$ cat config.mk
export PLATFORM = sky130hd
export DESIGN_NAME = cbc_outq
export DESIGN_NICKNAME = d
export VERILOG_FILES = /design/src/cbc_pkg.sv /design/src/cbc_outq.sv
export SDC_FILE = /design/constraint.sdc
export NUM_CORES = 1
export LEC_CHECK = 0
export BUFFER_PORTS_ARGS = -buffer_cell sky130_fd_sc_hd__buf_2
export CAP_MARGIN = 20
export CELL_PAD_IN_SITES_DETAIL_PLACEMENT = 1
export CELL_PAD_IN_SITES_GLOBAL_PLACEMENT = 1
export CORE_ASPECT_RATIO = 1.4
export CORE_MARGIN = 1.5
export CORE_UTILIZATION = 31
export CTS_BUF_LIST = sky130_fd_sc_hd__clkbuf_8 sky130_fd_sc_hd__clkbuf_16
export DETAILED_ROUTE_END_ITERATION = 16
export GPL_TIMING_DRIVEN = 0
export HOLD_SLACK_MARGIN = 0.12
export MAX_ROUTING_LAYER = met4
export PLACE_DENSITY_LB_ADDON = 0.1
export SLEW_MARGIN = 0
export SYNTH_ARGS = -nofsm -noshare
export SYNTH_HDL_FRONTEND = slang
export SYNTH_SLANG_ARGS = --single-unit
$ cat constraint.sdc
create_clock -name i_clk -period 2 [get_ports i_clk]
set_input_delay 0.3 -clock i_clk [delete_from_list [all_inputs] [get_ports i_clk]]
set_output_delay 0.3 -clock i_clk [all_outputs]
set_load 0.05 [all_outputs]
$ cat src/cbc_pkg.sv
// Shared types and constants for the cartridge bank controller.
package cbc_pkg;

    localparam int ROM_BANKS_DEF = 128;
    localparam int RAM_BANKS_DEF = 4;
    localparam int ROM_OFS_W     = 14;   // byte offset inside one ROM bank
    localparam int RAM_OFS_W     = 13;   // byte offset inside one RAM bank
    localparam int LOAD_OFS_W    = 21;
    localparam int BANK_NUM_W    = 7;
    localparam int OUTQ_DEPTH    = 3;

    localparam logic [3:0] RAM_EN_KEY    = 4'hA;
    localparam logic [7:0] UNMAPPED_BYTE = 8'hFF;

    // Bus regions by address[15:13]
    localparam logic [2:0] RGN_RAM_EN   = 3'd0;
    localparam logic [2:0] RGN_ROM_BANK = 3'd1;
    localparam logic [2:0] RGN_UPPER    = 3'd2;
    localparam logic [2:0] RGN_MODE     = 3'd3;
    localparam logic [2:0] RGN_RAM      = 3'd5;

    typedef enum logic [1:0] {
        OP_READ  = 2'd0,
        OP_WRITE = 2'd1,
        OP_LOAD  = 2'd2,
        OP_NONE  = 2'd3
    } t_op;

    typedef enum logic [1:0] {
        SRC_FF  = 2'd0,
        SRC_ROM = 2'd1,
        SRC_RAM = 2'd2
    } t_src;

    typedef struct packed {
        logic rom_we;
        logic rom_re;
        logic ram_we;
        logic ram_re;
    } t_mem_req;

    typedef struct packed {
        logic vld;
        t_src src;
    } t_rd_tag;

endpackage

$ cat src/cbc_outq.sv
// Three-entry result queue between the memory read stage and the output port.
module cbc_outq (
    input  logic       i_clk,
    input  logic       i_rst_n,
    input  logic       i_push,
    input  logic [7:0] i_push_data,
    output logic       o_valid,
    input  logic       i_ready,
    output logic [7:0] o_data,
    output logic [1:0] o_count
);

    localparam int QD = cbc_pkg::OUTQ_DEPTH;

    logic [7:0] r_ent [QD];
    logic [1:0] r_wp, n_wp, r_rp, n_rp, r_cnt, n_cnt;
    logic       pop;

    assign o_valid = (r_cnt != 2'd0);
    assign pop     = o_valid && i_ready;
    assign o_data  = r_ent[r_rp];
    assign o_count = r_cnt;

    always_comb begin
        n_wp  = r_wp;
        n_rp  = r_rp;
        n_cnt = r_cnt;
        if (i_push) n_wp = (r_wp == 2'(QD - 1)) ? 2'd0 : r_wp + 2'd1;
        if (pop)    n_rp = (r_rp == 2'(QD - 1)) ? 2'd0 : r_rp + 2'd1;
        if (i_push && !pop)      n_cnt = r_cnt + 2'd1;
        else if (pop && !i_push) n_cnt = r_cnt - 2'd1;
    end

    always_ff @(posedge i_clk) begin
        if (!i_rst_n) begin
            r_wp  <= '0;
            r_rp  <= '0;
            r_cnt <= '0;
        end else begin
            r_wp  <= n_wp;
            r_rp  <= n_rp;
            r_cnt <= n_cnt;
        end
    end

    always_ff @(posedge i_clk) begin
        if (i_push) r_ent[r_wp] <= i_push_data;
    end

endmodule

==> results of run 1 <==
==> worst max-delay path by stage <==
| stage | startpoint | slack [ns] | to |
|---|---|---|---|
| floorplan | register | 0.02 | o_data[0] |
| global placement | i_push | -0.09 | r_ent[0][2] |
| detailed placement | register | 0.29 | o_data[1] |
| CTS | register | 0.14 | o_data[1] |
| global route | register | 0.03 | o_data[0] |
| finish | register | 0.21 | o_data[1] |
==> power groups by stage <==
stage               registers, W  logic [W]  clock network [W]
floorplan               0.000899   0.000428                  0
global placement        0.000837   0.000626                  0
detailed placement      0.000841   0.000636                  0
CTS                     0.000828   0.000637           0.000508
global route            0.000837   0.000669           0.000537
finish                  0.000826   0.000628           0.000489
==> state kept, by name, indices dropped and copies added (netlist names), named ones only <==
name and cells:
r_rp 2, o_count 2, r_ent 24, r_wp 2
==> worst max-delay path, stage by stage, from the launching register on <==
cell and delay (ns):
dfxtp_1 0.46, clkbuf_2 0.30, nand2_1 0.07, o21ai_0 0.09
buf_2 0.29
==> through the flow <==
step                TNS, ns  hold WS, ns  area, um2  power, W
finish                    0        0.220       1460   0.00194
global route              0        0.208       1460   0.00204
CTS                       0        0.213       1460   0.00197
detailed placement        0        0.477       1370   0.00148
global placement     -0.719        0.472       1360   0.00146
floorplan                 0        0.399       1200   0.00133
==> cells by family (layout without fill, tap and decap cells) <==
| family | Yosys count | in the layout | share of synthesized area |
|---|---|---|---|
| DFF | 32 | 32 | 0.736 |
| muxes | 8 | 8 | 0.0669 |
| xor gates and xnor gates | 2 | 2 | 0.0146 |
| adders and majority gates | 1 | 1 | 0.0104 |
| AOI/OAI and AO/OA | 15 | 15 | 0.0763 |
| buffers and inverters | 2 | 32 | 0.00731 |
| and+or+nand+nor | 22 | 22 | 0.0888 |
==> cell usage after synthesis, types with 2 or more instances <==
master,n,area [um2]
nor2_1,2,7.51
edfxtp_1,24,721
mux2i_1,8,80.1
o21ai_0,7,35.0
nor2b_1,2,12.5
dfxtp_1,8,160
o21a_1,2,15.0
nand2_1,12,45.0
o21ai_1,2,10.0
or3_1,2,12.5
a21boi_1,3,22.5
==> routing by layer <==
layer	up-vias	wire length, um
met4	0	61
met2	20	1130
met3	5	91
met1	345	844
met5	-	0
li1	356	-
==> layout make-up <==
cell class	count	area (um2)	share of cell area
Buffer	2	10.0	0.00686
Clock buffer	6	82.6	0.0566
Clock inverter	2	10.0	0.00686
Multi-Input combinational cell	48	313	0.214
Sequential cell	32	881	0.604
Tap cell	42	52.6	0.0360
Timing Repair Buffer	22	110	0.0755
==> impl_metrics.py, run 1 <==
metrics = {
    "min_path": {
        "hold_class": "primary input to register",
        "worstHoldEndpoint": "r_ent[0][5]",
        "min_from": "i_push_data[5]",
        "min_path_cells": 1,
    },
    "final_layout": {
        "diodes": 0,
        "area_growth_pct": 21.8,
        "final_cell_mix": "edfxtp_1 (24), buf_2 (23), nand2_1 (12)",
        "fillCellCount": 416,
        "nets": 124,
        "postLayoutCoreUtil": 0.397,
        "fin_cells": 154,
        "drive_above_1_share": 0.304,
        "layout_commonest_cell": "edfxtp_1",
    },
    "setup_path": {
        "critPathKind": "register to output pin",
        "cp.required_ns": 1.70,
        "cp_max_fo": 10,
        "r2r.worst_path.cells": 2,
        "r2r_start": "r_wp[0]",
        "end_kind": "output pin",
        "crit_arrival_ns": 1.49,
        "r2r_end": "r_ent[1][2]",
        "r2r_slack_ns": 0.52,
        "start_kind": "register",
    },
    "timing": {
        "fin_crit_ns": 1.79,
        "setup_viol": 0,
        "maxSlewHeadroom": 0.442,
        "finClkSkew_ns": 0.00354,
        "fin_crit_sh": 0.897,
        "tightest_slew_ns": 0.834,
        "rsz0062_at_grt": "false",
        "slew_viol_final": 0,
        "worst_slack_ns": 0.206,
        "finalHoldViolations": 0,
        "max_freq_ghz": 0.557,
    },
    "cts": {
        "post_cts_resized": 1,
        "post_cts_buffers": 0,
        "insertion_delay_ns": 0.28,
        "cts_buffers": 5,
        "cts_num_sinks": 32,
        "root_buffer": "clkbuf_8",
        "postCtsHoldBufs": 0,
        "htree_num_levels": 2,
        "cts_tree": "done",
        "cts_buffer_depth": 2,
        "cts.clk_slew.worst_paths_ns": 0.06,
    },
    "drt": {
        "wl_per_cell_um": 13.8,
        "num_vias": 726,
        "drc_errors": 0,
        "ant_nets": 0,
        "wl_um": 2130,
        "viasPerCell": 4.71,
        "drt_iter0_drc": 12,
        "drtPass1Iterations": 4,
    },
    "yosys": {
        "syn_nets": 95,
        "synth_edf_count": 24,
        "synth_ff_type": "edfxtp_1",
        "synthArstFlopShare": 0,
        "syn_area_per_cell_um2": 14.6,
        "seq_area_frac_synth": 0.736,
        "synth-seq-cells": 32,
        "synth_warnings": 0,
        "synthDistinctLibCells": 21,
        "syn_area_um2": 1200,
        "synthCells": 82,
    },
    "grt": {
        "first_global_vias": 724,
        "busiest_layer": "met2",
        "antenna_found_initial": 0,
        "grt_remaining_overflow": 0,
        "use_met1": 0.122,
        "grt_pass1_wl_um": 3390,
        "grt_start_max_net_pins": 11,
        "grt_util_met2": 0.180,
        "grtUsageMet3": 0.0458,
        "gr-usage-all-layers": 0.116,
    },
    "outcome": {
        "status": "completed",
    },
    "floorplan": {
        "core_area_um2": 3680,
        "io_pins": 23,
        "fp.dieH_um": 76.5,
        "dieWidth_um": 55.5,
        "start_util": 0.326,
        "fp.dieArea_um2": 4250,
        "fp-row-count": 26,
    },
    "place": {
        "gp_congestion": 0.646,
        "dp_slack_ns": 0.290,
        "hpwl_um": 1500,
        "dpl.cell_count": 146,
        "portBuffers": 22,
    },
    "flow_run": {
        "maxCapViolCount": 0,
    },
    "power": {
        "clkPwrFrac": 0.252,
        "swShare": 0.368,
        "power.internal_w": 0.00123,
        "power.switching_w": 0.000714,
        "leakagePower_nw": 0.533,
        "ir_drop_mv": 0.865,
        "powerDensity_nw_per_um2": 1330,
        "p_comb_frac": 0.323,
        "seqPwrFrac": 0.425,
    },
}
No activity file was read; power rests on OpenSTA's default activity.
==> inputs of run 2 (changes only) <==
CELL_PAD_IN_SITES_DETAIL_PLACEMENT = 0   (was 1)
==> run 2 against run 1 <==
Against the previous run:
- core utilization increased by 0.20 points
- non-clock buffer count unchanged
- largest cell class unchanged
- sequential power about the same
- fmax increased by 0.89%
==> impl_metrics.py, run 2 (synthesis gave the netlist of run 1 again) <==
metrics = {
    "final_layout": {
        "fin_cells": 154,
        "diodes": 0,
        "nets": 124,
        "postLayoutCoreUtil": 0.399,
        "largest_reg_flops": 24,
        "drive_above_1_share": 0.295,
        "final_cell_mix": "edfxtp_1 (24), buf_2 (23), nand2_1 (12)",
        "fillCellCount": 368,
        "area_growth_pct": 22.5,
        "fin_area_um2": 1470,
        "regMostFlops": "r_ent",
        "layout_commonest_cell": "edfxtp_1",
    },
    "grt": {
        "first_global_vias": 662,
        "grt_remaining_overflow": 0,
        "gr-usage-all-layers": 0.110,
        "grt_start_max_net_pins": 11,
        "grt_pass1_wl_um": 3190,
        "antenna_found_initial": 0,
    },
    "setup_path": {
        "crit_arrival_ns": 1.48,
        "cp_max_fo": 10,
        "cp.required_ns": 1.70,
        "r2r_end": "o_count[1]",
        "start_kind": "register",
        "r2r.worst_path.cells": 4,
        "r2r_slack_ns": 0.51,
        "end_kind": "output pin",
        "critPathKind": "register to output pin",
        "r2r_start": "o_count[0]",
    },
    "timing": {
        "holdWs_ns": 0.220,
        "tns_ns": 0,
        "rsz0062_at_grt": "false",
        "fin_crit_sh": 0.889,
        "finalHoldViolations": 0,
        "tightest_slew_ns": 0.808,
        "slew_viol_final": 0,
        "maxSlewHeadroom": 0.459,
        "setup_viol": 0,
        "max_freq_ghz": 0.562,
        "finClkSkew_ns": 0.00907,
        "fin_crit_ns": 1.78,
    },
    "drt": {
        "drt_iter0_drc": 9,
        "wl_um": 2030,
        "ant_nets": 0,
        "drtPass1Iterations": 4,
        "drc_errors": 0,
        "wl_per_cell_um": 13.2,
        "num_vias": 707,
        "viasPerCell": 4.59,
    },
    "place": {
        "dpl-instance-area_um2": 1370,
        "portBuffers": 22,
        "hpwl_um": 1390,
        "dpl.cell_count": 146,
        "gp_congestion": 0.646,
    },
    "min_path": {
        "hold_class": "primary input to register",
        "worstHoldEndpoint": "r_ent[0][0]",
        "min_path_cells": 1,
        "min_from": "i_push_data[0]",
    },
    "power": {
        "ir_drop_mv": 0.834,
        "powerDensity_nw_per_um2": 1340,
        "leakagePower_nw": 0.538,
    },
    "outcome": {
        "status": "completed",
    },
    "cts": {
        "cts_buffers": 5,
        "root_buffer": "clkbuf_8",
        "cts_buffer_depth": 2,
        "insertion_delay_ns": 0.28,
        "cts_tree": "done",
        "cts_num_sinks": 32,
        "post_cts_resized": 0,
        "post_cts_buffers": 0,
        "postCtsHoldBufs": 0,
        "cts.clk_slew.worst_paths_ns": 0.07,
        "htree_num_levels": 2,
    },
    "flow_run": {
        "maxCapViolCount": 0,
    },
    "floorplan": {
        "io_pins": 23,
        "dieWidth_um": 55.5,
        "fp-row-count": 26,
        "start_util": 0.326,
        "fp.dieH_um": 76.5,
        "fp.dieArea_um2": 4250,
        "core_area_um2": 3680,
    },
}
==> run 2: layout make-up <==
class,count,area (um2),area share
Clock buffer,7,96.3,0.0657
Clock inverter,1,3.75,0.00256
Multi-Input combinational cell,48,313,0.213
Sequential cell,32,881,0.601
Timing Repair Buffer,22,110,0.0751
Tap cell,42,52.6,0.0358
Buffer,2,10.0,0.00683
==> run 2: per-stage QoR <==
stage | total power [W] | worst slack, ns
after global placement | 0.00146 | -0.0902
after CTS | 0.00200 | 0.0125
after global routing | 0.00206 | 0.0630
after detailed placement | 0.00147 | 0.322
final | 0.00197 | 0.222
after floorplan | 0.00133 | 0.0201
==> run 2: worst max-delay path: stages (launching register included) <==
cell and delay, ns:
dfxtp_1 0.47, clkbuf_2 0.30, nand2_1 0.08, o21ai_1 0.08, buf_2 0.28
==> run 2: metal layers <==
| metal | wire, um | vias up | GRT usage |
|---|---|---|---|
| li1 | - | 355 | - |
| met1 | 822 | 325 | 0.117 |
| met2 | 1010 | 21 | 0.157 |
| met3 | 125 | 6 | 0.0509 |
| met4 | 68 | 0 | 0.0805 |
| met5 | 0 | - | - |
==> run 2: power by group <==
group	switching (W)	total (W)	internal, W
clock	0.000209	0.000517	0.000308
combinational	0.000449	0.000625	0.000176
sequential	0.0000465	0.000825	0.000779
total	0.000704	0.00197	0.00126
==> run 2: worst max-delay path by stage <==
stage                         from          end  slack, ns  cells after the start
after floorplan           register    o_data[0]       0.02                      3
after global placement      i_push  r_ent[0][2]      -0.09                      2
after detailed placement  register    o_data[6]       0.32                      4
after CTS                 register    o_data[6]       0.01                      4
after global routing      register    o_data[3]       0.06                      4
final                     register    o_data[6]       0.22                      4
==> inputs of run 3 (changes only) <==
CORE_UTILIZATION = 43   (was 31)
==> run 3 against run 2 <==
Against the previous run:
- clock power about the same
- combinational power grew 0.8%
- hold slack better by 0.0018 ns
- fmax hardly changed
- register-to-register slack is essentially flat
- via count increased by 1.8%
- setup slack about the same
- critical path depth unchanged
- flip-flop and latch count is the same
- die area fell by 27%
- sequential share of layout area rose by 0.10 points
==> impl_metrics.py, run 3 (synthesis gave the netlist of run 1 again) <==
metrics = {
    "floorplan": {
        "fp-row-count": 22,
        "dieWidth_um": 47.6,
        "start_util": 0.453,
        "fp.dieH_um": 65.4,
        "core_area_um2": 2640,
        "io_pins": 23,
        "fp.dieArea_um2": 3110,
    },
    "final_layout": {
        "area_growth_pct": 22.3,
        "largest_reg_flops": 24,
        "seq_area_um2": 881,
        "nets": 126,
        "diodes": 0,
        "multi_input_area_um2": 308,
        "regMostFlops": "r_ent",
        "postLayoutCoreUtil": 0.554,
        "layout_commonest_cell": "buf_2",
        "fillCellCount": 244,
        "fin_cells": 150,
        "drive_above_1_share": 0.298,
        "final_cell_mix": "buf_2 (25), edfxtp_1 (24), nand2_1 (12)",
    },
    "timing": {
        "finClkSkew_ns": 0.00582,
        "tightest_slew_ns": 0.740,
        "setup_viol": 0,
        "worst_slack_ns": 0.222,
        "rsz0062_at_grt": "false",
        "max_freq_ghz": 0.562,
        "tns_ns": 0,
        "maxSlewHeadroom": 0.505,
        "fin_crit_ns": 1.78,
        "fin_crit_sh": 0.889,
        "slew_viol_final": 0,
        "finalHoldViolations": 0,
    },
    "drt": {
        "num_vias": 720,
        "ant_nets": 0,
        "viasPerCell": 4.80,
        "wl_um": 1890,
        "drc_errors": 0,
        "drtPass1Iterations": 2,
        "drt_iter0_drc": 8,
        "wl_per_cell_um": 12.6,
    },
    "setup_path": {
        "cp.required_ns": 1.70,
        "crit_arrival_ns": 1.48,
        "critPathKind": "register to output pin",
        "slowest_delay_ns": 0.45,
        "crit_slowest_cell": "dfxtp_1",
        "r2r_start": "o_count[0]",
        "start_kind": "register",
        "end_kind": "output pin",
        "cp_max_fo": 10,
        "path_cells": "clkbuf_2, nand2_1, o21ai_0, buf_2",
    },
    "cts": {
        "postCtsHoldBufs": 0,
        "cts.clk_slew.worst_paths_ns": 0.06,
        "post_cts_resized": 0,
        "insertion_delay_ns": 0.28,
        "htree_num_levels": 2,
        "post_cts_buffers": 0,
        "cts_num_sinks": 32,
        "cts_buffer_depth": 2,
        "root_buffer": "clkbuf_8",
        "cts_tree": "done",
        "cts_buffers": 5,
    },
    "grt": {
        "gr-usage-all-layers": 0.149,
        "grt_remaining_overflow": 0,
        "antenna_found_initial": 0,
        "first_global_vias": 683,
        "grt_start_max_net_pins": 11,
        "grt_pass1_wl_um": 2940,
    },
    "power": {
        "ir_drop_mv": 0.903,
        "p_total_w": 0.00197,
        "powerDensity_nw_per_um2": 1340,
        "leakagePower_nw": 0.544,
    },
    "place": {
        "hpwl_um": 1300,
        "dpl.cell_count": 142,
        "dp_slack_ns": 0.345,
        "gp_congestion": 0.680,
        "portBuffers": 22,
    },
    "min_path": {
        "min_from": "i_push_data[1]",
        "hold_class": "primary input to register",
    },
    "flow_run": {
        "maxCapViolCount": 0,
    },
    "outcome": {
        "status": "completed",
    },
}
==> run 3: worst paths after layout <==
| check | cells after the start | slack (ns) | endpoint |
|---|---|---|---|
| worst min register to register | 2 | 0.48 | register |
| worst max register to register | 4 | 0.50 | o_count[1] |
| worst max-delay path | 4 | 0.22 | o_data[0] |
| worst min-delay path | 1 | 0.22 | r_ent[0][1] |
==> run 3: power breakdown <==
part	switching (W)	total, W	internal (W)
clock network	0.000209	0.000517	0.000308
logic	0.000451	0.000630	0.000178
registers	0.0000440	0.000823	0.000779
==> run 3: stage by stage <==
step / cell area [um2] / hold WS [ns]
finish: 1460 / 0.221
global route: 1460 / 0.214
CTS: 1460 / 0.211
detailed placement: 1360 / 0.474
global placement: 1350 / 0.469
floorplan: 1200 / 0.399
==> run 3: per-layer routing <==
metal,vias up,global-route usage,part of all wire
li1,361,-,-
met1,331,0.143,0.40
met2,22,0.240,0.52
met3,6,0.0659,0.059
met4,0,0.0811,0.026
met5,-,-,0
==> run 3: critical path, delay by kind of cell, from the launching register on <==
kind | cells | cell delay (ns)
buffers and inverters | 2 | 0.58
flip-flops | 1 | 0.45
AND/OR/NAND/NOR | 1 | 0.07
AO/OA/AOI/OAI | 1 | 0.10
==> run 3: layout make-up <==
class,count,area share
Tap cell,36,0.0308
Clock buffer,7,0.0658
Clock inverter,1,0.00256
Sequential cell,32,0.602
Timing Repair Buffer,24,0.0821
Buffer,2,0.00684
Multi-Input combinational cell,48,0.210
