<file path="config.mk">
export PLATFORM = sky130hd
export DESIGN_NAME = cbc_bank_ctl
export DESIGN_NICKNAME = d
export VERILOG_FILES = /design/src/cbc_pkg.sv /design/src/cbc_bank_ctl.sv
export SDC_FILE = /design/constraint.sdc
export NUM_CORES = 1
export LEC_CHECK = 0
export ABC_AREA = 1
export BUFFER_PORTS_ARGS = -buffer_cell sky130_fd_sc_hd__buf_2
export CAP_MARGIN = 10
export CELL_PAD_IN_SITES_DETAIL_PLACEMENT = 2
export CELL_PAD_IN_SITES_GLOBAL_PLACEMENT = 2
export CORE_MARGIN = 1.5
export CORE_UTILIZATION = 17
export CTS_CLUSTER_SIZE = 14
export DETAILED_ROUTE_END_ITERATION = 12
export PLACE_DENSITY_LB_ADDON = 0.1
export SLEW_MARGIN = 10
export SYNTH_ARGS = -nofsm -noshare
export SYNTH_HDL_FRONTEND = slang
export SYNTH_SLANG_ARGS = --single-unit
</file>
<file path="constraint.sdc">
create_clock -name i_clk -period 1.05 [get_ports i_clk]
set_input_delay 0.1575 -clock i_clk [delete_from_list [all_inputs] [get_ports i_clk]]
set_output_delay 0.1575 -clock i_clk [all_outputs]
set_load 0.005 [all_outputs]
</file>
<file path="src/cbc_pkg.sv">
// Shared types and constants for the cartridge bank controller.
package cbc_pkg;

    localparam int ROM_BANKS_DEF = 128;
    localparam int RAM_BANKS_DEF = 4;
    localparam int ROM_OFS_W     = 14;   // byte offset inside one ROM bank
    localparam int RAM_OFS_W     = 13;   // byte offset inside one RAM bank
    localparam int LOAD_OFS_W    = 21;
    localparam int BANK_NUM_W    = 7;
    localparam int OUTQ_DEPTH    = 3;

    localparam logic [3:0] RAM_EN_KEY    = 4'hA;
    localparam logic [7:0] UNMAPPED_BYTE = 8'hFF;

    // Bus regions by address[15:13]
    localparam logic [2:0] RGN_RAM_EN   = 3'd0;
    localparam logic [2:0] RGN_ROM_BANK = 3'd1;
    localparam logic [2:0] RGN_UPPER    = 3'd2;
    localparam logic [2:0] RGN_MODE     = 3'd3;
    localparam logic [2:0] RGN_RAM      = 3'd5;

    typedef enum logic [1:0] {
        OP_READ  = 2'd0,
        OP_WRITE = 2'd1,
        OP_LOAD  = 2'd2,
        OP_NONE  = 2'd3
    } t_op;

    typedef enum logic [1:0] {
        SRC_FF  = 2'd0,
        SRC_ROM = 2'd1,
        SRC_RAM = 2'd2
    } t_src;

    typedef struct packed {
        logic rom_we;
        logic rom_re;
        logic ram_we;
        logic ram_re;
    } t_mem_req;

    typedef struct packed {
        logic vld;
        t_src src;
    } t_rd_tag;

endpackage

</file>
<file path="src/cbc_bank_ctl.sv">
// Bank control registers and bus decode into memory requests.
module cbc_bank_ctl #(
    parameter int ROM_BANKS = cbc_pkg::ROM_BANKS_DEF,
    parameter int RAM_BANKS = cbc_pkg::RAM_BANKS_DEF,
    localparam int ROM_BW = $clog2(ROM_BANKS),
    localparam int RAM_BW = (RAM_BANKS > 1) ? $clog2(RAM_BANKS) : 1,
    localparam int ROM_AW = ROM_BW + cbc_pkg::ROM_OFS_W,
    localparam int RAM_AW = RAM_BW + cbc_pkg::RAM_OFS_W
) (
    input  logic                 i_clk,
    input  logic                 i_rst_n,
    input  logic                 i_fire,
    input  logic [1:0]           i_op,
    input  logic [15:0]          i_address,
    input  logic [7:0]           i_data,
    input  logic [20:0]          i_rom_offset,
    output cbc_pkg::t_mem_req    o_req,
    output logic [ROM_AW-1:0]    o_rom_addr,
    output logic [RAM_AW-1:0]    o_ram_addr,
    output cbc_pkg::t_rd_tag     o_tag
);

    localparam int ROM_DEPTH = ROM_BANKS * (2 ** cbc_pkg::ROM_OFS_W);

    cbc_pkg::t_op op;
    logic [2:0]   rgn;
    logic         is_rd, is_wr, is_ld, load_in_range;
    logic [4:0]   low_bank;
    logic [cbc_pkg::BANK_NUM_W-1:0] new_bank;
    logic [ROM_BW-1:0] rom_wrap;
    logic [RAM_BW-1:0] ram_wrap;

    logic [1:0]        r_upper, n_upper;
    logic              r_ram_en, n_ram_en;
    logic              r_ram_mode, n_ram_mode;
    logic [ROM_BW-1:0] r_rom_sel, n_rom_sel;
    logic [RAM_BW-1:0] r_ram_sel, n_ram_sel;

    assign op    = cbc_pkg::t_op'(i_op);
    assign rgn   = i_address[15:13];
    assign is_rd = i_fire && (op == cbc_pkg::OP_READ);
    assign is_wr = i_fire && (op == cbc_pkg::OP_WRITE);
    assign is_ld = i_fire && (op == cbc_pkg::OP_LOAD);
    assign load_in_range = {1'b0, i_rom_offset} < 22'(ROM_DEPTH);

    assign low_bank = (i_data[4:0] == 5'd0) ? 5'd1 : i_data[4:0];
    assign new_bank = {r_upper, low_bank};

    // Wrap bank numbers once at latch time so reads use them directly
    always_comb begin
        rom_wrap = '0;
        for (int i = 0; i < 2 ** cbc_pkg::BANK_NUM_W; i++) begin
            if (new_bank == cbc_pkg::BANK_NUM_W'(i)) rom_wrap = ROM_BW'(i % ROM_BANKS);
        end
        ram_wrap = '0;
        for (int j = 0; j < 4; j++) begin
            if (i_data[1:0] == 2'(j)) ram_wrap = RAM_BW'(j % RAM_BANKS);
        end
    end

    always_comb begin
        n_upper    = r_upper;
        n_ram_en   = r_ram_en;
        n_ram_mode = r_ram_mode;
        n_rom_sel  = r_rom_sel;
        n_ram_sel  = r_ram_sel;
        if (is_wr) begin
            unique case (rgn)
                cbc_pkg::RGN_RAM_EN:   n_ram_en = (i_data[3:0] == cbc_pkg::RAM_EN_KEY);
                cbc_pkg::RGN_ROM_BANK: n_rom_sel = rom_wrap;
                cbc_pkg::RGN_UPPER: begin
                    if (r_ram_mode) n_ram_sel = ram_wrap;
                    else            n_upper   = i_data[1:0];
                end
                cbc_pkg::RGN_MODE: begin
                    n_ram_mode = i_data[0];
                    if (!i_data[0]) n_ram_sel = '0;
                end
                default: ;
            endcase
        end
    end

    always_ff @(posedge i_clk) begin
        if (!i_rst_n) begin
            r_upper    <= '0;
            r_ram_en   <= 1'b0;
            r_ram_mode <= 1'b0;
            r_rom_sel  <= ROM_BW'(1);   // bank zero reads as bank one
            r_ram_sel  <= '0;
        end else begin
            r_upper    <= n_upper;
            r_ram_en   <= n_ram_en;
            r_ram_mode <= n_ram_mode;
            r_rom_sel  <= n_rom_sel;
            r_ram_sel  <= n_ram_sel;
        end
    end

    assign o_req.rom_we = is_ld && load_in_range;
    assign o_req.rom_re = is_rd && !i_address[15];
    assign o_req.ram_we = is_wr && (rgn == cbc_pkg::RGN_RAM);
    assign o_req.ram_re = is_rd && (rgn == cbc_pkg::RGN_RAM) && r_ram_en;

    assign o_rom_addr = (op == cbc_pkg::OP_LOAD) ? i_rom_offset[ROM_AW-1:0]
                      : {(i_address[14] ? r_rom_sel : ROM_BW'(0)),
                         i_address[cbc_pkg::ROM_OFS_W-1:0]};
    assign o_ram_addr = {r_ram_sel, i_address[cbc_pkg::RAM_OFS_W-1:0]};

    assign o_tag.vld = is_rd;
    assign o_tag.src = o_req.rom_re ? cbc_pkg::SRC_ROM
                     : o_req.ram_re ? cbc_pkg::SRC_RAM : cbc_pkg::SRC_FF;

endmodule

</file>
==> summary.md, run 1 <==
| Metric | Value |
|---|---|
| Maximum VDD drop | 454 uV |
| Per-instance average area after synthesis | 6.92 um^2 |
| Share of cell area taken by muxes after synthesis | 0.143 |
| Setup TNS after final layout | -827 ps |
| Required time of the critical path | 890 ps |
| Max-slew violation total from the final report | 0 |
| Failing checks | setup timing |
| Post-Synth Adder-Cell Area | 0 |
| Vias per inst | 4.40 |
| Path type of the worst setup path | input pin to primary output |
| Static leakage power | 0.964 nW |
| Kind of launch point of the worst setup path | input pin |
| Maximum number of pins on one net before global-route repair | 13 |
| Crit end category | primary output |
| Yosys cell types | 20 |
| Cell Area, Placed | 0.00151 mm^2 |
| Final wirelength | 4.71 mm |
| Number of H-tree branching levels | 1 |
| NumNets Final | 287 |
| Initial cell density of the core | 0.175 |
| Status | complete, but fails checks |
| Area fraction in compound gates after synthesis | 0.0782 |
| Design area | 0.00186 mm^2 |
| Core Region | 0.00585 mm^2 |
| Slowest stage delay, CP | 300 ps |
| GR Overflow Total | 0 |
| Crit path cell chain | buf_12, inv_8, nand2_8, buf_16, mux2_4, buf_6 |
| Cell area after synthesis | 0.00102 mm^2 |
| Final worst slack | -67.9 ps |
| Maximum capacitance violations | 0 |
| Clock tree from TritonCTS | built |
| Slowest stage cell on the critical path | sky130_fd_sc_hd__mux2_4 |
| Global-route wire length before repair | 6.83 mm |
| Top-area cell type share of the netlist area | 0.254 |
| Biggest fanout along the worst timing path | 6 |
| Clock Sink Count | 13 |
| Number of hold violations in the final report | 0 |
| Sequential area share after synthesis | 0.254 |
| Placed wire-length estimate after detailed placement | 3.73 mm |
| Height of the die | 80.6 um |
| Hold crit path type | input pin to register |
| Clock buffer depth | 2 |
| Number of buffers added by the clock tree synthesis step | 3 |
| Hold buffer count at cts | 0 |
| Max Clk Rate | 0.895 GHz |
| Count of endpoints failing setup in the final report | 14 |
| Starting DRT DRC Count | 20 |
| Number of warnings reported in the yosys synthesis log | 0 |
| GRT Resource Usage Total | 0.135 |
| Detailed-routing iteration count for the pre-antenna-repair pass | 3 |
| Placement Rows | 28 |
| Synth top area cells | sky130_fd_sc_hd__dfxtp_1 (25%), sky130_fd_sc_hd__mux2_2 (14%), sky130_fd_sc_hd__buf_4 (12%) |
| # port buffers | 89 |
| Synth-to-Final Area Change | 81.5% |
| Antenna fix cells | 0 |
| Clock latency reported for the late side of the worst-skew pair | 240 ps |
| Fill cell total of the finished layout | 691 |
| Slew of the pin with the lowest slew margin | 384 ps |
| Time the final worst path needs with I/O delays and setup | 1120 ps |
| Via count of the first global-routing pass | 1381 |
| Clock Skews | 4.44 ps |
| DR DRC count | 0 |
| Number of buffers and inverters on the critical path | 4 |
| Placement Setup Slack | -208 ps |
| Share of cells above drive strength 1 | 0.602 |
| Clock root cell | sky130_fd_sc_hd__clkbuf_8 |
| Cell family with the largest share of critical-path delay | buffers and inverters |
| Unrepaired setup endpoints after global routing | true |
| Worst Path Arrival | 960 ps |
| Register bit count reported by yosys | 13 |
| Worst relative slew slack | 0.744 |
| Total power consumption of the routed design | 1.51 mW |
| GP Congestion | 0.693 |
| Total I/O pin count | 93 |
| Clock slew seen by the registers of the worst setup and hold paths | 60 ps |
| Horizontal extent of the die | 80.6 um |
| ANT nets after route | 0 |
| Number of antenna violations at the first check in global routing | 0 |
| Die footprint | 0.00649 mm^2 |
| Largest area contributor in the netlist | sky130_fd_sc_hd__dfxtp_1 |
| Basic-gate share of the synthesized area counting and, or, nand and nor cells | 0.336 |
| Via Count | 1367 |
| Placed Cells incl. Taps | 302 |
| Number of cells in the finished layout apart from fillers | 311 |
| Routed wire length per instance | 15.1 um |
| Main combinational cell family by area after synthesis | simple AND/OR/NAND/NOR gates |
| Core occupancy in the finished layout | 0.318 |
| Share of the cycle needed by the critical path after routing | 1.06 |
| XOR/XNOR share of the synthesized area | 0 |
| Synth Instances | 148 |
| Net count of the mapped netlist | 198 |
| Power Density | 812 mW/mm^2 |
| Hold Slack | 146 ps |
[cell families (layout without fill, tap and decap cells)]
logic type	count (synthesis)	after routing
muxes	13	13
and+or+nand+nor	74	74
AOI/OAI and AO/OA	16	16
buffers and inverters	32	120
DFF	13	13
[worst paths after layout]
kind	slack, ps	cells past startpoint	start	to
worst max-delay path	-70	6	i_op[0]	o_rom_addr[6]
worst min-delay path	150	3	i_rst_n	r_ram_en
worst max register to register	40	5	r_ram_mode	r_ram_sel[1]
worst min register to register	460	2	r_ram_sel[0]	r_ram_sel[0]
[flip-flops by register name, indices dropped and copies added, names as in the netlist]
name        flops
r_ram_en        1
r_rom_sel       7
r_ram_sel       2
r_ram_mode      1
r_upper         2
[tightest hold or removal path: cells and delay by family]
family	cells	cell delay, ps
simple gates	2	90
buf+inv	1	100
[where the power goes]
part / internal [mW] / switching, mW / total [mW]
Clock: 0.268 / 0.179 / 0.447
Sequential: 0.497 / 0.00226 / 0.499
Combinational: 0.318 / 0.244 / 0.562
Total: 1.08 / 0.425 / 1.51
[cell type report]
| type | count | area [um^2] | share of cell area |
|---|---|---|---|
| Clock buffer | 4 | 45.0 | 0.0242 |
| Inverter | 11 | 50.0 | 0.0269 |
| Multi-Input combinational cell | 103 | 682 | 0.367 |
| Sequential cell | 13 | 267 | 0.143 |
| Tap cell | 75 | 93.8 | 0.0505 |
| Timing Repair Buffer | 105 | 721 | 0.388 |
[cells in the final DEF, fill, tap and decap left out, drive strengths merged, types with 2 or more instances in the layout]
cell,n
mux2,13
a21oi,14
dfxtp,13
nand3,20
clkbuf,4
inv,10
nand4,7
nor2,14
o21ai,2
buf,105
nand2,31
[synthesized netlist by cell type]
| cell type | instances |
|---|---|
| sky130_fd_sc_hd__buf_4 | 16 |
| sky130_fd_sc_hd__dfxtp_1 | 13 |
| sky130_fd_sc_hd__inv_2 | 1 |
| sky130_fd_sc_hd__o21ai_0 | 2 |
| sky130_fd_sc_hd__inv_1 | 9 |
| sky130_fd_sc_hd__mux2_2 | 13 |
| sky130_fd_sc_hd__buf_6 | 1 |
| sky130_fd_sc_hd__nor2_1 | 13 |
| sky130_fd_sc_hd__nor4_1 | 1 |
| sky130_fd_sc_hd__nand4_1 | 7 |
| sky130_fd_sc_hd__nand3_1 | 20 |
| sky130_fd_sc_hd__clkbuf_1 | 1 |
| sky130_fd_sc_hd__nor2_4 | 1 |
| sky130_fd_sc_hd__nand2_4 | 1 |
| sky130_fd_sc_hd__nor3_1 | 1 |
| sky130_fd_sc_hd__nand2_2 | 2 |
| sky130_fd_sc_hd__buf_2 | 3 |
| sky130_fd_sc_hd__clkinv_2 | 1 |
| sky130_fd_sc_hd__nand2_1 | 28 |
| sky130_fd_sc_hd__a21oi_1 | 14 |
[what timing repair did]
action                                  4_1_cts  5_1_grt
endpoints found under the setup margin       21       26
setup buffers                                 4        1
cloned                                        1        0
gates resized for setup                      31       29
pin swaps                                     3        6
[layer usage]
layer / track usage / wire (um) / vias to the layer above
li1: - / - / 655
met1: 0.167 / 2020 / 663
met2: 0.242 / 2440 / 45
met3: 0.0159 / 225 / 4
met4: 0.0362 / 25 / 0
met5: 0 / 0 / -
Power figures use the tool's default switching activity.
==> run 2: changes to the inputs <==
- CORE_ASPECT_RATIO: default -> 0.9
- CTS_CLUSTER_DIAMETER: default -> 50
==> run 2 against run 1 <==
Net effect: the run ends with DRC, setup timing left; clock power down 2%; worst setup slack better by 14 ps; first-iteration DRC count is 70% higher; clock skew down 3.9 ps; clock-buffer cell count unchanged; die area about the same; routed wire length shrank 3.4%; via count is 2.6% lower; global-route usage is 0.75 points higher; sequential share of layout area is 0.45 points lower; sequential cell count stayed put; highest routed layer unchanged; fmax is 1.3% higher; critical endpoint is now o_rom_addr[12].
==> summary.md, run 2 (same netlist as run 1, synthesis figures left out) <==
| Metric | Value |
|---|---|
| Horizontal extent of the die | 84.8 um (+5.2%) |
| Clock slew seen by the registers of the worst setup and hold paths | 50 ps (about the same) |
| Final worst slack | -53.6 ps (+14.2 ps) |
| Detailed-routing iteration count for the pre-antenna-repair pass | 8 (+5) |
| Failing checks | DRC, setup timing |
| Clock network fraction of total power | 0.292 (-0.004) |
| Maximum VDD drop | 394 uV (-13%) |
| P_sw | 0.420 mW (-1.3%) |
| Hold crit path type | input pin to register |
| Total I/O pin count | 93 (unchanged) |
| Max-slew violation total from the final report | 0 (unchanged) |
| GR Overflow Total | 0 (unchanged) |
| Hold buffer count at cts | 0 (unchanged) |
| Die footprint | 0.00650 mm^2 (about the same) |
| NumNets Final | 286 (-0.35%) |
| Clock tree from TritonCTS | built |
| Status | complete, but fails checks |
| Cell Area, Placed | 0.00151 mm^2 (about the same) |
| Clock Skews | 0.526 ps (-3.91 ps) |
| Final wirelength | 4.55 mm (-3.4%) |
| Number of hold violations in the final report | 0 (unchanged) |
| Via count of the first global-routing pass | 1402 (+1.5%) |
| Hold Slack | 166 ps (+20.1 ps) |
| Kind of launch point of the worst setup path | input pin |
| Unrepaired setup endpoints after global routing | true |
| # port buffers | 89 (unchanged) |
| Biggest fanout along the worst timing path | 8 (+2) |
| Cell internal power dissipation | 1.08 mW (+0.13%) |
| Design area | 0.00189 mm^2 (+1.8%) |
| Height of the die | 76.6 um (-4.9%) |
| Worst relative slew slack | 0.731 (-0.0124) |
| ANT nets after route | 0 (unchanged) |
| Number of H-tree branching levels | 1 (unchanged) |
| GRT Resource Usage Total | 0.142 (+0.00751) |
| Via Count | 1331 (-2.6%) |
| Flip-flop count of the largest register after layout | 7 (unchanged) |
| Switching share of power | 0.279 (-0.00284) |
| Placed wire-length estimate after detailed placement | 3.63 mm (-2.6%) |
| Initial cell density of the core | 0.178 (+0.00281) |
| Worst setup path start | i_op[0] |
| Global-route wire length before repair | 7.41 mm (+8.5%) |
| Count of endpoints failing setup in the final report | 15 (+1) |
| Power Density | 795 mW/mm^2 (-2.0%) |
| Largest registers | r_rom_sel x7, r_ram_sel x2, r_upper x2 |
| Commonest non-fill, non-tap cell in the layout | sky130_fd_sc_hd__buf_2 |
| Antenna fix cells | 0 (unchanged) |
| Vias per inst | 4.36 (-0.72%) |
| Time the final worst path needs with I/O delays and setup | 1100 ps (-14.2 ps) |
| Clock root cell | sky130_fd_sc_hd__clkbuf_8 |
| Routed wire length per instance | 14.9 um (-1.5%) |
| Max Clk Rate | 0.906 GHz (+1.3%) |
| Starting DRT DRC Count | 34 (+70%) |
| Maximum number of pins on one net before global-route repair | 13 (unchanged) |
| Clock buffer depth | 2 (unchanged) |
| Path type of the worst setup path | input pin to primary output |
| Share of cells above drive strength 1 | 0.613 (+0.0111) |
| Synth-to-Final Area Change | 84.8% |
| Crit end category | primary output |
| Combinational power share | 0.376 (+0.003) |
| Number of buffers added by the clock tree synthesis step | 3 (unchanged) |
| Worst Path Arrival | 950 ps (about the same) |
| Core Region | 0.00576 mm^2 (-1.6%) |
| Required time of the critical path | 890 ps (about the same) |
| Slew of the pin with the lowest slew margin | 402 ps (+18.5 ps) |
| Share of the cycle needed by the critical path after routing | 1.05 (-0.0136) |
| Placement Rows | 26 (-7.1%) |
| Number of antenna violations at the first check in global routing | 0 (unchanged) |
| Clock latency reported for the late side of the worst-skew pair | 240 ps (about the same) |
| Clock Sink Count | 13 (unchanged) |
| GP Congestion | 0.760 (+9.6%) |
| Sequential power share | 0.332 (about the same) |
| Static leakage power | 0.962 nW (-0.28%) |
| Hold Path Origin | i_rst_n |
| Maximum capacitance violations | 0 (unchanged) |
| Top reg by flops | r_rom_sel |
| DR DRC count | 7 (+7) |
| Placement Setup Slack | -157 ps (+51.2 ps) |
| Worst reg2reg path startpoint | r_ram_mode |
| Commonest non-fill, non-tap cells in the layout | sky130_fd_sc_hd__buf_2 (72), sky130_fd_sc_hd__nand2_1 (25), sky130_fd_sc_hd__buf_6 (17) |
run 2: changes by cell type in the layout (fill, tap and decap cells not counted), moves of 2 or more:
cell / previous run / this run
sky130_fd_sc_hd__buf_2: 74 / 72
sky130_fd_sc_hd__buf_6: 14 / 17
sky130_fd_sc_hd__nand3_2: 2 / 6
sky130_fd_sc_hd__nand3_1: 18 / 13
sky130_fd_sc_hd__buf_4: 12 / 10
sky130_fd_sc_hd__dfxtp_2: 5 / 2
sky130_fd_sc_hd__dfxtp_1: 8 / 11
run 2: final cells by class:
type / count / area (um^2)
fillers: 684 / 3870
repair buffers: 104 / 724
multi-input cells: 103 / 722
flip-flops and latches: 13 / 263
well taps: 70 / 87.6
inverters: 11 / 50.0
clock buffers: 4 / 45.0
run 2: metrics by stage:
| stage | instances | power [mW] | TNS, ps | util |
|---|---|---|---|---|
| after floorplan | 148 | 0.703 | 0 | - |
| after global placement | 296 | 0.903 | -2520 | 0.262 |
| after detailed placement | 296 | 0.921 | -3690 | 0.262 |
| after CTS | 304 | 1.50 | -1110 | 0.313 |
| after global routing | 305 | 1.61 | -1330 | 0.329 |
| final | 305 | 1.50 | -611 | 0.329 |
run 2: final timing paths:
check	endpoint	slack, ps	cells after the start
worst max-delay path	o_rom_addr[12]	-50	6
worst min-delay path	r_ram_en	170	3
worst max register to register	r_ram_sel[1]	130	5
worst min register to register	r_ram_sel[0]	470	2
run 2: routing by layer:
layer  vias up  routed length [um]  track usage
met3         2                 217       0.0238
met5         -                   0            0
li1        655                   -            -
met2        38                2390        0.265
met4         0                  14       0.0197
met1       636                1930        0.173
run 2: power groups by stage:
stage	Sequential (mW)	Clock, mW	Combinational [mW]
after global placement	0.509	0	0.393
after floorplan	0.509	0	0.194
after detailed placement	0.510	0	0.411
final	0.499	0.439	0.566
after global routing	0.500	0.491	0.614
after CTS	0.499	0.463	0.540
run 2: worst max-delay path, cell delays in order:
cell and delay (ps):
sky130_fd_sc_hd__buf_8 110, sky130_fd_sc_hd__inv_8 50, sky130_fd_sc_hd__nand2_8 50, sky130_fd_sc_hd__buf_16 150, sky130_fd_sc_hd__mux2_4 300, sky130_fd_sc_hd__buf_6 120
run 2: what timing repair did:
action	4_1_cts	5_1_grt
buffers inserted	3	1
gates resized for setup	45	19
endpoints found under the hold margin	0	0
setup endpoints to repair	24	27
pin swaps	1	2
cloned	1	0
==> run 3: changes to the inputs <==
- CORE_UTILIZATION: 17 -> 18
- clock period: 1.05 -> 1.36 ns (I/O delays scaled with it)
==> run 3 against run 2 <==
Net effect: the flow now finishes without violations; clock-buffer cell count unchanged; global-route usage decreased by 0.29 points; non-clock buffer count decreased by 10; cell count decreased by 4.3%; routed wire length decreased by 2.9%; die area decreased by 5.4%; power decreased by 30%; clock power decreased by 19%.
==> summary.md, run 3 (same netlist as run 1, synthesis figures left out) <==
| Metric | Value |
|---|---|
| Slew of the pin with the lowest slew margin | 388 ps (-14.0 ps) |
| GR Overflow Total | 0 (unchanged) |
| Detailed-routing iteration count for the pre-antenna-repair pass | 4 (-4) |
| Global-route wire length before repair | 6.44 mm (-13%) |
| Die footprint | 0.00615 mm^2 (-5.4%) |
| Static leakage power | 0.797 nW (-17%) |
| Starting DRT DRC Count | 41 (+21%) |
| Clock slew seen by the registers of the worst setup and hold paths | 60 ps (about the same) |
| Placed Cells incl. Taps | 287 (-3.0%) |
| Max Clk Rate | 0.779 GHz |
| Largest registers | r_rom_sel x7, r_ram_sel x2, r_upper x2 |
| Power Density | 690 mW/mm^2 (-13%) |
| Core Region | 0.00538 mm^2 (-6.6%) |
| Placed wire-length estimate after detailed placement | 3.71 mm (+2.1%) |
| Clock root cell | sky130_fd_sc_hd__clkbuf_8 |
| Via Count | 1299 (-2.4%) |
| GP Congestion | 0.684 (-9.9%) |
| DR DRC count | 0 (-7) |
| ANT nets after route | 0 (unchanged) |
| Hold crit path type | input pin to register |
| Time the final worst path needs with I/O delays and setup | 1280 ps |
| # port buffers | 89 (unchanged) |
| Number of hold violations in the final report | 0 (unchanged) |
| Cell Area, Placed | 0.00145 mm^2 (-4.1%) |
| Clock buffer depth | 2 (unchanged) |
| Synth-to-Final Area Change | 48.5% |
| Horizontal extent of the die | 82.5 um (-2.7%) |
| Initial cell density of the core | 0.190 (+0.0125) |
| Vias per inst | 4.45 (+1.9%) |
| Commonest non-fill, non-tap cell in the layout | sky130_fd_sc_hd__buf_2 |
| Max-slew violation total from the final report | 0 (unchanged) |
| Setup TNS after final layout | 0 ps (+611 ps) |
| Antenna fix cells | 0 (unchanged) |
| Number of antenna violations at the first check in global routing | 0 (unchanged) |
| Height of the die | 74.5 um (-2.7%) |
| Kind of launch point of the worst setup path | input pin |
| Maximum number of pins on one net before global-route repair | 21 (+8) |
| Flip-flop count of the largest register after layout | 7 (unchanged) |
| Total I/O pin count | 93 (unchanged) |
| Worst relative slew slack | 0.741 (+0.00937) |
| GRT Resource Usage Total | 0.139 (-0.00292) |
| Count of endpoints failing setup in the final report | 0 (-15) |
| Final wirelength | 4.42 mm (-2.9%) |
| Unrepaired setup endpoints after global routing | false |
| Clock Skews | 2.33 ps (+1.81 ps) |
| Clock tree from TritonCTS | built |
| Required time of the critical path | 1160 ps (+270 ps) |
| Number of H-tree branching levels | 1 (unchanged) |
| Biggest fanout along the worst timing path | 10 (+2) |
| Design area | 0.00152 mm^2 (-20%) |
| Commonest non-fill, non-tap cells in the layout | sky130_fd_sc_hd__buf_2 (89), sky130_fd_sc_hd__nand2_1 (28), sky130_fd_sc_hd__nand3_1 (20), sky130_fd_sc_hd__a21oi_1 (14) |
| Status | finished, final reports clean |
| Share of the cycle needed by the critical path after routing | 0.944 |
| Top reg by flops | r_rom_sel |
| Placement Rows | 25 (-3.8%) |
| Maximum VDD drop | 263 uV (-33%) |
| Clock Sink Count | 13 (unchanged) |
| Path type of the worst setup path | input pin to primary output |
| Via count of the first global-routing pass | 1334 (-4.9%) |
| Number of buffers added by the clock tree synthesis step | 3 (unchanged) |
| Crit end category | primary output |
| NumNets Final | 276 (-3.5%) |
| Post-CTS setup-driven buffer insertion count | 0 (-3) |
| Share of cells above drive strength 1 | 0.516 (-0.0972) |
| Worst Path Arrival | 1080 ps (+130 ps) |
| Number of cells in the finished layout apart from fillers | 292 (-4.3%) |
| Routed wire length per instance | 15.1 um (+1.5%) |
| Total power consumption of the routed design | 1.05 mW (-30%) |
| Maximum capacitance violations | 0 (unchanged) |
| Clock latency reported for the late side of the worst-skew pair | 250 ps (about the same) |
run 3: cell types whose count changed in the layout (fill, tap and decap cells not counted), moves of 6 or more:
cell / delta
sky130_fd_sc_hd__buf_6: -17
sky130_fd_sc_hd__mux2_2: +13
sky130_fd_sc_hd__nand3_2: -6
sky130_fd_sc_hd__buf_4: -7
sky130_fd_sc_hd__mux2_4: -13
sky130_fd_sc_hd__buf_2: +17
sky130_fd_sc_hd__nand3_1: +7
run 3: final cells by class:
class / instances / area [um^2]
inverters: 11 / 42.5
repair buffers: 94 / 513
fillers: 682 / 3860
multi-input cells: 103 / 576
clock buffers: 4 / 45.0
well taps: 67 / 83.8
flip-flops and latches: 13 / 260
run 3: metrics by stage:
stage / hold WS, ps / worst slack, ps / utilization
after CTS: 191 / 11.3 / 0.277
after floorplan: 324 / 241 / -
after global routing: 200 / 3.60 / 0.283
after global placement: 440 / 62.9 / 0.269
after detailed placement: 455 / 14.6 / 0.269
final: 192 / 76.4 / 0.283
run 3: worst paths after layout:
| kind | startpoint | end | slack [ps] | cells after the start |
|---|---|---|---|---|
| hold reg to reg | r_ram_sel[0] | r_ram_sel[0] | 460 | 2 |
| setup reg to reg | r_ram_mode | r_ram_sel[1] | 300 | 5 |
| setup / recovery | i_op[0] | o_rom_addr[12] | 80 | 6 |
| hold / removal | i_rst_n | r_ram_en | 190 | 3 |
run 3: critical path, stage by stage:
cell and delay [ps]:
sky130_fd_sc_hd__buf_2 100, sky130_fd_sc_hd__inv_2 50, sky130_fd_sc_hd__nand2_4 110, sky130_fd_sc_hd__clkbuf_16 170
sky130_fd_sc_hd__mux2_2 320, sky130_fd_sc_hd__buf_2 130
run 3: report_power, final:
group	internal (mW)	switching, mW	total [mW]
combinational	0.155	0.153	0.308
clock	0.207	0.149	0.356
sequential	0.384	0.00152	0.385
total	0.746	0.304	1.05
run 3: per-layer routing:
layer / routed length [um] / share of wire / vias up / global-route usage
li1: - / - / 634 / -
met2: 2150 / 0.49 / 50 / 0.247
met5: 0 / 0 / - / 0
met1: 1870 / 0.42 / 610 / 0.174
met4: 48 / 0.011 / 0 / 0.0452
met3: 351 / 0.079 / 5 / 0.0160
run 3: what timing repair did:
| item | 4_1_cts | 5_1_grt |
|---|---|---|
| setup endpoints to repair | 0 | 9 |
| gates resized for setup | 0 | 1 |
| hold buffers | 0 | 0 |
